[src/assert_macros.svh]
// assertion macros shared by the block layout offset calculator rtl
// expects a clock named clk and an active-low reset named rst_n in scope
`ifndef ASSERT_MACROS_SVH
`define ASSERT_MACROS_SVH

// checked property, masked while reset is asserted
`define BLO_ASSERT(lbl, prop, msg) \
  lbl: assert property (@(posedge clk) disable iff (!rst_n) prop) else $error(msg);

// checked property that also holds across reset
`define BLO_ASSERT_NR(lbl, prop, msg) \
  lbl: assert property (@(posedge clk) prop) else $error(msg);

`endif

[src/blo_pkg.sv]
// types, codes and constants of the block layout offset calculator
// no dependencies; imported by every module of the block
`timescale 1ns / 1ps

package blo_pkg;

  localparam int unsigned OFF_W           = 60;
  localparam int unsigned LOC_W           = 64;
  localparam int unsigned AMT_W           = 32;
  localparam int unsigned IDX_W           = 4;
  localparam int unsigned STACK_DEPTH_DEF = 16;
  localparam int unsigned CFG_AW          = 3;
  localparam int unsigned CFG_DW          = 32;
  localparam int unsigned OUT_DW          = 128;
  localparam int unsigned IN_UW           = 4;

  localparam logic [OFF_W-1:0] OFF_MAX = '1;

  // register indexes, decoded from paddr bit 2
  localparam logic REG_TEMP_MODE   = 1'b0;
  localparam logic REG_BLOCK_INDEX = 1'b1;

  typedef enum logic [1:0] {
    OP_DATA  = 2'd0,
    OP_ALIGN = 2'd1,
    OP_PUSH  = 2'd2,
    OP_POP   = 2'd3
  } op_t;

  typedef enum logic [1:0] {
    ERR_OK    = 2'd0,
    ERR_FULL  = 2'd1,
    ERR_EMPTY = 2'd2,
    ERR_OVF   = 2'd3
  } err_t;

  typedef struct packed {
    op_t              opcode;
    logic [AMT_W-1:0] amount;
    logic             starts_block;
    logic             starts_data_list;
  } item_t;

  typedef struct packed {
    logic             temp_mode;
    logic [IDX_W-1:0] block_index;
  } cfg_t;

  // core to stack
  typedef struct packed {
    logic             clear;
    logic             push;
    logic             pop;
    logic [OFF_W-1:0] data;
  } stk_cmd_t;

  // stack to core, already reflecting a clear in the same cycle
  typedef struct packed {
    logic             empty;
    logic             full;
    logic [OFF_W-1:0] top;
  } stk_sts_t;

  typedef struct packed {
    logic [LOC_W-1:0] loc;
    logic [OFF_W-1:0] offset;
    logic [OFF_W-1:0] peak;
    logic             temp;
    err_t             err;
  } res_t;

endpackage

[src/blo_cfg.sv]
// apb-style register file: temp_mode and block_index
// depends on blo_pkg
`timescale 1ns / 1ps

module blo_cfg
  import blo_pkg::*;
(
  input  logic              clk,
  input  logic              rst_n,
  input  logic              cfg_psel,
  input  logic              cfg_penable,
  input  logic              cfg_pwrite,
  input  logic [CFG_AW-1:0] cfg_paddr,
  input  logic [CFG_DW-1:0] cfg_pwdata,
  output logic [CFG_DW-1:0] cfg_prdata,
  output logic              cfg_pready,
  output cfg_t              cfg
);

  logic             temp_mode_r;
  logic [IDX_W-1:0] block_index_r;
  logic             wr_en;

  assign cfg_pready = 1'b1;
  assign wr_en      = cfg_psel && cfg_penable && cfg_pwrite && cfg_pready;

  // register writes in the access phase
  always_ff @(posedge clk) begin
    if (!rst_n) begin
      temp_mode_r   <= 1'b0;
      block_index_r <= '0;
    end else if (wr_en) begin
      if (cfg_paddr[2] == REG_TEMP_MODE) begin
        temp_mode_r <= cfg_pwdata[0];
      end else begin
        block_index_r <= cfg_pwdata[IDX_W-1:0];
      end
    end
  end

  // read back
  always_comb begin
    cfg_prdata = '0;
    if (cfg_paddr[2] == REG_TEMP_MODE) begin
      cfg_prdata[0] = temp_mode_r;
    end else begin
      cfg_prdata[IDX_W-1:0] = block_index_r;
    end
  end

  assign cfg.temp_mode   = temp_mode_r;
  assign cfg.block_index = block_index_r;

  `include "assert_macros.svh"

  `BLO_ASSERT(a_temp_wr, wr_en && (cfg_paddr[2] == REG_TEMP_MODE) |=> temp_mode_r == $past(cfg_pwdata[0]), "temp_mode write lost")
  `BLO_ASSERT(a_idx_hold, !wr_en |=> block_index_r == $past(block_index_r), "block_index changed without a write")
  `BLO_ASSERT_NR(a_rst_cfg, !rst_n |=> !temp_mode_r && (block_index_r == '0), "config not cleared by reset")

endmodule

[src/blo_stack.sv]
// offset save stack: top entry cached in a register, the rest in a memory
// with a registered read that prefetches the entry under the top
// depends on blo_pkg
`timescale 1ns / 1ps

module blo_stack
  import blo_pkg::*;
#(
  parameter int unsigned STACK_DEPTH = STACK_DEPTH_DEF
) (
  input  logic     clk,
  input  logic     rst_n,
  input  stk_cmd_t cmd,
  output stk_sts_t sts
);

  localparam int unsigned DW = $clog2(STACK_DEPTH + 1);
  localparam int unsigned AW = $clog2(STACK_DEPTH);

  logic [OFF_W-1:0] mem [STACK_DEPTH];
  logic [OFF_W-1:0] top_r;
  logic [OFF_W-1:0] under_r;
  logic [DW-1:0]    depth_r;
  logic [DW-1:0]    depth_nxt;
  logic [DW-1:0]    depth_cur;
  logic [DW-1:0]    wr_pos;
  logic [DW-1:0]    rd_pos;
  logic [AW-1:0]    wr_idx;
  logic [AW-1:0]    rd_idx;

  // depth as seen after a block or data list restart
  assign depth_cur = cmd.clear ? '0 : depth_r;
  assign sts.empty = (depth_cur == '0);
  assign sts.full  = (depth_cur == DW'(STACK_DEPTH));
  assign sts.top   = top_r;

  // old top goes one below the new top; pop refills from two below
  assign wr_pos = depth_cur - DW'(1);
  assign rd_pos = depth_cur - DW'(3);
  assign wr_idx = wr_pos[AW-1:0];
  assign rd_idx = rd_pos[AW-1:0];

  always_comb begin
    depth_nxt = depth_cur;
    if (cmd.push) begin
      depth_nxt = depth_cur + DW'(1);
    end else if (cmd.pop) begin
      depth_nxt = depth_cur - DW'(1);
    end
  end

  always_ff @(posedge clk) begin
    if (!rst_n) begin
      depth_r <= '0;
    end else begin
      depth_r <= depth_nxt;
    end
  end

  // entries and cached top, no reset
  always_ff @(posedge clk) begin
    if (cmd.push) begin
      if (!sts.empty) begin
        mem[wr_idx] <= top_r;
      end
      top_r   <= cmd.data;
      under_r <= top_r;
    end else if (cmd.pop) begin
      top_r   <= under_r;
      under_r <= mem[rd_idx];
    end
  end

  `include "assert_macros.svh"

  `BLO_ASSERT(a_depth_max, depth_r <= DW'(STACK_DEPTH), "stack depth beyond capacity")
  `BLO_ASSERT(a_push_top, cmd.push |=> top_r == $past(cmd.data), "pushed offset not on top")
  `BLO_ASSERT(a_cmd_legal, (!cmd.push || !sts.full) && (!cmd.pop || !sts.empty), "push on full or pop on empty")

endmodule

[src/blo_core.sv]
// offset and peak state with the per-chunk update: add or align round,
// saturation, data list restart and push/pop through the stack
// depends on blo_pkg and drives blo_stack
`timescale 1ns / 1ps

module blo_core
  import blo_pkg::*;
(
  input  logic     clk,
  input  logic     rst_n,
  input  logic     fire,
  input  item_t    item,
  input  cfg_t     cfg,
  input  stk_sts_t sts,
  output stk_cmd_t cmd,
  output res_t     res
);

  logic [OFF_W-1:0] offset_r;
  logic [OFF_W-1:0] offset_nxt;
  logic [OFF_W-1:0] peak_r;
  logic [OFF_W-1:0] peak_nxt;
  logic [OFF_W-1:0] off0;
  logic [OFF_W-1:0] pk0;
  logic [OFF_W-1:0] pmax;
  logic [OFF_W-1:0] off1;
  logic [AMT_W-1:0] amt_m1;
  logic [AMT_W-1:0] addend;
  logic [OFF_W:0]   sum;
  logic [OFF_W:0]   mask;
  logic [OFF_W:0]   rounded;
  logic             dl;
  logic             align_on;
  logic             push_req;
  logic             pop_req;
  logic             pop_ok;
  err_t             err;

  // restart handling: block start then data list start
  assign off0 = item.starts_block ? '0 : offset_r;
  assign pk0  = item.starts_block ? '0 : peak_r;
  assign pmax = (off0 > pk0) ? off0 : pk0;
  assign dl   = item.starts_data_list && cfg.temp_mode;
  assign off1 = dl ? '0 : off0;

  // one adder for both data and align
  assign amt_m1   = item.amount - AMT_W'(1);
  assign align_on = (item.opcode == OP_ALIGN) && (item.amount > AMT_W'(1));
  assign addend   = (item.opcode == OP_DATA) ? item.amount : amt_m1;
  assign sum      = {1'b0, off1} + {{(OFF_W + 1 - AMT_W){1'b0}}, addend};
  assign mask     = {{(OFF_W + 1 - AMT_W){1'b1}}, ~amt_m1};
  assign rounded  = (item.opcode == OP_DATA) ? sum : (sum & mask);

  assign push_req = (item.opcode == OP_PUSH) && cfg.temp_mode;
  assign pop_req  = (item.opcode == OP_POP) && cfg.temp_mode;
  assign pop_ok   = pop_req && !sts.empty;

  // stack command, only for an accepted chunk
  assign cmd.clear = fire && (item.starts_block || dl);
  assign cmd.push  = fire && push_req && !sts.full;
  assign cmd.pop   = fire && pop_ok;
  assign cmd.data  = off1;

  // next offset and error
  always_comb begin
    offset_nxt = off1;
    err        = ERR_OK;
    case (item.opcode)
      OP_DATA: begin
        if (rounded[OFF_W]) begin
          offset_nxt = OFF_MAX;
          err        = ERR_OVF;
        end else begin
          offset_nxt = rounded[OFF_W-1:0];
        end
      end
      OP_ALIGN: begin
        if (align_on) begin
          if (rounded[OFF_W]) begin
            offset_nxt = OFF_MAX;
            err        = ERR_OVF;
          end else begin
            offset_nxt = rounded[OFF_W-1:0];
          end
        end
      end
      OP_PUSH: begin
        if (push_req && sts.full) begin
          err = ERR_FULL;
        end
      end
      OP_POP: begin
        if (pop_ok) begin
          offset_nxt = sts.top;
        end else if (pop_req) begin
          err = ERR_EMPTY;
        end
      end
      default: begin
        offset_nxt = off1;
      end
    endcase
  end

  // a pop after a data list restart never succeeds, so both take pmax
  assign peak_nxt = (dl || pop_ok) ? pmax : pk0;

  always_ff @(posedge clk) begin
    if (!rst_n) begin
      offset_r <= '0;
      peak_r   <= '0;
    end else if (fire) begin
      offset_r <= offset_nxt;
      peak_r   <= peak_nxt;
    end
  end

  assign res.loc    = {cfg.block_index, off1} + LOC_W'(1);
  assign res.offset = offset_nxt;
  assign res.peak   = peak_nxt;
  assign res.temp   = cfg.temp_mode;
  assign res.err    = err;

  `include "assert_macros.svh"

  `BLO_ASSERT(a_ovf_sat, fire && (res.err == ERR_OVF) |=> offset_r == OFF_MAX, "overflow without saturation")
  `BLO_ASSERT(a_normal_peak, fire && !cfg.temp_mode && !item.starts_block |=> peak_r == $past(peak_r), "peak moved in normal mode")
  `BLO_ASSERT(a_idle_hold, !fire |=> (offset_r == $past(offset_r)) && (peak_r == $past(peak_r)), "state changed without a chunk")

endmodule

[src/block_layout_offset_calculator.sv]
// Block layout offset calculator: one chunk word in, one result word out.
// A chunk is accepted in every cycle while the pipeline can move; its result
// passes the input register, the update stage register and the output register
// before it is valid on the output, and can be taken at the next edge.
// The offset add/align round and the stack access are done while the chunk
// is in the update stage, so the rate is one word per cycle while the output
// is not stalled. A pop takes the cached top of stack and refills it from a
// memory with a registered read. The save stack holds STACK_DEPTH offsets.
// Depends on blo_pkg, blo_cfg, blo_stack and blo_core.
`timescale 1ns / 1ps

module block_layout_offset_calculator
  import blo_pkg::*;
#(
  parameter int unsigned STACK_DEPTH = STACK_DEPTH_DEF
) (
  input  logic              clk,
  input  logic              rst_n,
  // amount[31:0]
  input  logic [AMT_W-1:0]  in_tdata,
  // opcode[1:0], starts_block[2], starts_data_list[3]
  input  logic [IN_UW-1:0]  in_tuser,
  input  logic              in_tvalid,
  output logic              in_tready,
  // ref_location[63:0], block_size[123:64], error_code[125:124], zero[127:126]
  output logic [OUT_DW-1:0] out_tdata,
  output logic              out_tvalid,
  input  logic              out_tready,
  input  logic              cfg_psel,
  input  logic              cfg_penable,
  input  logic              cfg_pwrite,
  input  logic [CFG_AW-1:0] cfg_paddr,
  input  logic [CFG_DW-1:0] cfg_pwdata,
  output logic [CFG_DW-1:0] cfg_prdata,
  output logic              cfg_pready
);

  cfg_t     cfg;
  stk_cmd_t cmd;
  stk_sts_t sts;
  res_t     res;

  logic             s1_valid_r;
  item_t            s1_item_r;
  logic             s2_valid_r;
  res_t             s2_res_r;
  logic             out_valid_r;
  logic [LOC_W-1:0] out_loc_r;
  logic [OFF_W-1:0] out_size_r;
  logic [OFF_W-1:0] out_size_nxt;
  err_t             out_err_r;
  logic             s3_ready;
  logic             s2_ready;
  logic             fire;

  blo_cfg u_cfg (
    .clk         (clk),
    .rst_n       (rst_n),
    .cfg_psel    (cfg_psel),
    .cfg_penable (cfg_penable),
    .cfg_pwrite  (cfg_pwrite),
    .cfg_paddr   (cfg_paddr),
    .cfg_pwdata  (cfg_pwdata),
    .cfg_prdata  (cfg_prdata),
    .cfg_pready  (cfg_pready),
    .cfg         (cfg)
  );

  blo_stack #(
    .STACK_DEPTH (STACK_DEPTH)
  ) u_stack (
    .clk   (clk),
    .rst_n (rst_n),
    .cmd   (cmd),
    .sts   (sts)
  );

  blo_core u_core (
    .clk   (clk),
    .rst_n (rst_n),
    .fire  (fire),
    .item  (s1_item_r),
    .cfg   (cfg),
    .sts   (sts),
    .cmd   (cmd),
    .res   (res)
  );

  // pipeline flow control
  assign s3_ready  = !out_valid_r || out_tready;
  assign s2_ready  = !s2_valid_r || s3_ready;
  assign fire      = s1_valid_r && s2_ready;
  assign in_tready = !s1_valid_r || s2_ready;

  // valid bits
  always_ff @(posedge clk) begin
    if (!rst_n) begin
      s1_valid_r  <= 1'b0;
      s2_valid_r  <= 1'b0;
      out_valid_r <= 1'b0;
    end else begin
      if (in_tready) begin
        s1_valid_r <= in_tvalid;
      end
      if (s2_ready) begin
        s2_valid_r <= s1_valid_r;
      end
      if (s3_ready) begin
        out_valid_r <= s2_valid_r;
      end
    end
  end

  // input register
  always_ff @(posedge clk) begin
    if (in_tready && in_tvalid) begin
      s1_item_r.opcode           <= op_t'(in_tuser[1:0]);
      s1_item_r.amount           <= in_tdata;
      s1_item_r.starts_block     <= in_tuser[2];
      s1_item_r.starts_data_list <= in_tuser[3];
    end
  end

  // update stage register
  always_ff @(posedge clk) begin
    if (fire) begin
      s2_res_r <= res;
    end
  end

  // block size: the peak wins in temporary mode when larger
  assign out_size_nxt = (s2_res_r.temp && (s2_res_r.peak > s2_res_r.offset)) ?
                        s2_res_r.peak : s2_res_r.offset;

  // output register
  always_ff @(posedge clk) begin
    if (s3_ready && s2_valid_r) begin
      out_loc_r  <= s2_res_r.loc;
      out_size_r <= out_size_nxt;
      out_err_r  <= s2_res_r.err;
    end
  end

  assign out_tvalid = out_valid_r;
  assign out_tdata  = {2'b00, out_err_r, out_size_r, out_loc_r};

  `include "assert_macros.svh"

  `BLO_ASSERT(a_fire_moves, fire |=> s2_valid_r, "accepted chunk lost in update stage")
  `BLO_ASSERT(a_s2_hold, s2_valid_r && !s3_ready |=> s2_valid_r && $stable(s2_res_r), "stalled update result dropped")
  `BLO_ASSERT_NR(a_rst_empty, !rst_n |=> !out_tvalid && !s1_valid_r && !s2_valid_r, "pipeline not empty after reset")

endmodule
[config.mk]
export PLATFORM = sky130hd
export DESIGN_NAME = block_layout_offset_calculator
export DESIGN_NICKNAME = d
export VERILOG_FILES = /design/src/blo_pkg.sv /design/src/blo_cfg.sv /design/src/blo_stack.sv /design/src/blo_core.sv /design/src/block_layout_offset_calculator.sv
export VERILOG_INCLUDE_DIRS = /design/src /design/src/src
export SDC_FILE = /design/constraint.sdc
export NUM_CORES = 2
export LEC_CHECK = 0
export BUFFER_PORTS_ARGS = -buffer_cell sky130_fd_sc_hd__buf_2
export CAP_MARGIN = 40
export CORE_UTILIZATION = 40
export CTS_CLUSTER_DIAMETER = 60
export DETAILED_ROUTE_END_ITERATION = 16
export SYNTH_ARGS = -nofsm -noshare
export SYNTH_HDL_FRONTEND = slang
export SYNTH_HIERARCHICAL = 1
export SYNTH_SLANG_ARGS = --single-unit
[constraint.sdc]
create_clock -name clk -period 22.6 [get_ports clk]
set_input_delay 2.26 -clock clk [delete_from_list [all_inputs] [get_ports clk]]
set_output_delay 2.26 -clock clk [all_outputs]
set_load 0.05 [all_outputs]
==> reports/results.txt <==
status -> complete, no violations
1st-iter DRT viols -> 3756
setup TNS -> 0 ns
worst hold path type -> flop to flop
routed vias -> 40800
Highest Signal Layer -> met4
fraction of registers with async set/reset -> 0%
# rows -> 153
Slew HR -> 31.49%
slowest stage cell, crit path -> nor2b_1
CTS sink count -> 1562
Synth Area in Adders -> 2.911%
critical path's top delay family -> simple AND/OR/NAND/NOR gates
clock buffer count from CTS -> 159
Initial Utilization -> 40.47%
VDD IR-drop max -> 0.05738 mV
Pre-antenna DRT Iters -> 5
share of post-route cells with drive strength above 1 -> 18.13%
io pins -> 241
Top cell by count, worst path -> buf_4
synth warn -> 6
vias in the first global route -> 40230
vias per cell -> 5.564
WP data arrival -> 8.56 ns
clk buf depth -> 3
max_cap viols -> 0
RSZ-0062 raised after global routing -> no
Post-DP Area -> 74440 um^2
power per cell area -> 76.21 nW/um^2
Max Clock Skew -> 0.03828 ns
Die Y-Extent -> 422.5 um
post-synth cell types -> 93
# diodes -> 0
Hold Vio Cnt, Final -> 0
Tot GR Track Use -> 20.16%
mux cell area share after synthesis -> 12.45%
Area Growth Syn to Fin -> 12.43%
wire length on met2 -> 86440 um
count of input and output buffers -> 179
pin count of the biggest net entering global routing -> 192
fin area -> 79540 um^2
Die ar. -> 178500 um^2
Critical Path, Cell by Cell -> buf_2 > nor2b_1 > a21boi_4 > buf_4 > inv_1 > buf_4 > nor2_1 > buf_4 > nor2b_1 > inv_8 > ha_1 > nand2_1 > nor3_1 > nor3_2 > nor2b_1 > nand3_1 > nor2_4 > buf_4 > buf_16
type of origin of the critical path -> input pin
root buf cell -> clkbuf_16
Cell Area, Synth -> 70740 um^2
Worst Path Required -> 23.08 ns
Simple-Gate Fraction of Synth Area -> 8.440%
Setup CP Type -> input pin to flop
WL final -> 181700 um
WP buf/inv -> 8
endpoint type of the worst setup path -> flop
clk slew on worst S/H paths -> 0.06 ns
post-synthesis area per instance -> 14.96 um^2
Post-synth top flop -> edfxtp_1
cts hold-fix bufs -> 0
sequential element share of the synthesized area -> 64.42%
Tcrit/Tclk final -> 35.75%
largest family of logic cells by synthesized area -> multiplexers
Final nets -> 5118
Worst-Skew Late Latency -> 0.81 ns
flip-flop and latch count after synthesis -> 1562
DR WL/cell -> 24.78 um
Critical Path Max Stage Delay -> 0.70 ns
Pleak -> 28.52 nW
post-CTS setup buffer count -> 0
Core ar. -> 174800 um^2
gr ovfl total -> 0
Worst-Margin Slew -> 1.028 ns
H-tree depth -> 4
Max Fclk -> 123.8 MHz
final core occ -> 45.51%
count of mapped cells out of synthesis -> 4729
global-route wire length before repair -> 267700 um
Final Critical Period -> 8.080 ns
Met3 Wirelength -> 9703 um
final setup violating endpoints -> 0
Synth Area in XOR/XNOR -> 2.057%
post-DP HPWL -> 118600 um
Die W -> 422.5 um
DR DRC count -> 0
Post-synth EDFFs -> 1429
Synth Area in Compound Gates -> 6.645%
Post-Route M1 WL -> 80620 um
initial antenna violation count -> 3
CTS tree -> done
Max Slew Vio Count -> 0
cts repair resizes -> 0
Post-DRT Antenna Nets -> 0
Placer Congestion -> 0.9128
worst-path fanout max -> 39
-- registers in the layout, summed over array words and instances, names as in the netlist, 2 cells and up --
register and cells:
u_core/peak_r 60, u_stack/top_r 60, u_stack/under_r 60, out_err_r 2
out_loc_r 64, u_stack/depth_r 5, u_stack/mem 960, u_cfg/block_index_r 4
u_core/offset_r 60, s2_res_r 187, s1_item_r 36, out_size_r 60
-- where the power goes --
part | internal, mW | leakage [nW] | switching (mW)
sequential | 3.16 | 14.1 | 0.0350
clock | 1.45 | 2.47 | 1.11
combinational | 0.0991 | 12.0 | 0.210
total | 4.71 | 28.5 | 1.35
-- area by class of cell --
| class | count | area [um^2] |
|---|---|---|
| fillers | 15190 | 95240 |
| well taps | 2325 | 2909 |
| repair buffers | 275 | 2148 |
| multi-input cells | 2753 | 23330 |
| clock buffers | 204 | 4283 |
| flip-flops and latches | 1562 | 45570 |
| clock inverters | 88 | 814.5 |
| inverters | 125 | 476.7 |
-- cell usage after synthesis (18+ instances only) --
cell type  count  area [um^2]
buf_4         50        375.4
xor2_1        52        455.4
mux2i_1      189         1892
clkbuf_1     180        675.7
mux2_2       116         1306
nand3_1       74        370.4
xnor2_1      111        972.2
dfxtp_1      133         2663
nor3_1        67        335.3
nand3b_1      59        442.9
ha_1         163         2039
nand2_1      240        900.9
nor2_1       269         1010
mux4_1        36        945.9
a21oi_1      116        580.6
buf_2         47        235.2
o31ai_1       70        525.5
o21ai_0      143        715.7
nor2b_1      128        800.8
inv_1        123        461.7
nand4_1       50        312.8
and3_1        19        118.9
nor4_1        18        112.6
nand2b_1     128        800.8
mux4_2       204         4594
a211oi_1      85        638.1
o21a_1        71        533.0
and2_1        22        137.6
a31oi_1       32        200.2
edfxtp_1    1429        42910
o21ba_2       18        180.2
a21o_1        33        247.7
-- through the flow --
step                hold WS (ns)  total power [mW]  std cells  setup WS (ns)
floorplan                 0.4003             3.468       4757         0.9052
global placement          0.4045             3.558       7009          12.92
detailed placement        0.4045             3.561       7040          13.66
CTS                       0.4167             6.123       7332          14.53
global route              0.4238             6.255       7332          14.10
finish                    0.4132             6.062       7332          14.52
-- routing by layer --
layer  vias up  GRT usage (%)
met4         0          5.984
met2      1213          32.56
li1      18440              -
met5         -              0
met1     20910          28.16
met3       235          3.006
-- cells by family after synthesis --
family                     count (synthesis)
xor gates and xnor gates                 164
DFF                                     1562
AOI/OAI and AO/OA                        694
muxes                                    551
and+or+nand+nor                         1149
other                                      3
buffers and inverters                    442
adders and majority gates                164
-- placed cells by master, fill, tap and decap left out, types with 63 or more instances in the layout --
master	n
mux2i_1	189
xnor2_1	111
mux2_2	116
buf_4	63
o21a_1	71
edfxtp_1	1429
nor2_1	250
a211oi_1	85
nor2b_1	127
clkbuf_16	163
dfxtp_1	133
inv_1	123
nor3_1	66
nand2b_1	128
buf_2	181
mux4_2	204
o21ai_0	143
a21oi_1	115
o31ai_1	70
ha_1	162
nand3_1	74
nand2_1	238
-- worst reg2reg max path: cells and delay by family, from the launching register on --
family	cells	cell delay [ns]
and+or+nand+nor	9	3.47
buffers and inverters	7	2.19
adders and majority gates	1	0.44
DFF	1	0.32
AOI/OAI and AO/OA	1	0.10
-- path summary, 6_finish.rpt --
check	from	to	slack, ns	cells after the start
min reg2reg	s2_res_r[174]	out_loc_r[51]	0.41	0
max	out_tready	u_stack/mem[6][13]	14.52	19
min	s2_res_r[174]	out_loc_r[51]	0.41	0
max reg2reg	out_tvalid	u_stack/mem[6][13]	15.73	18
No activity file was read; power rests on OpenSTA's default activity.
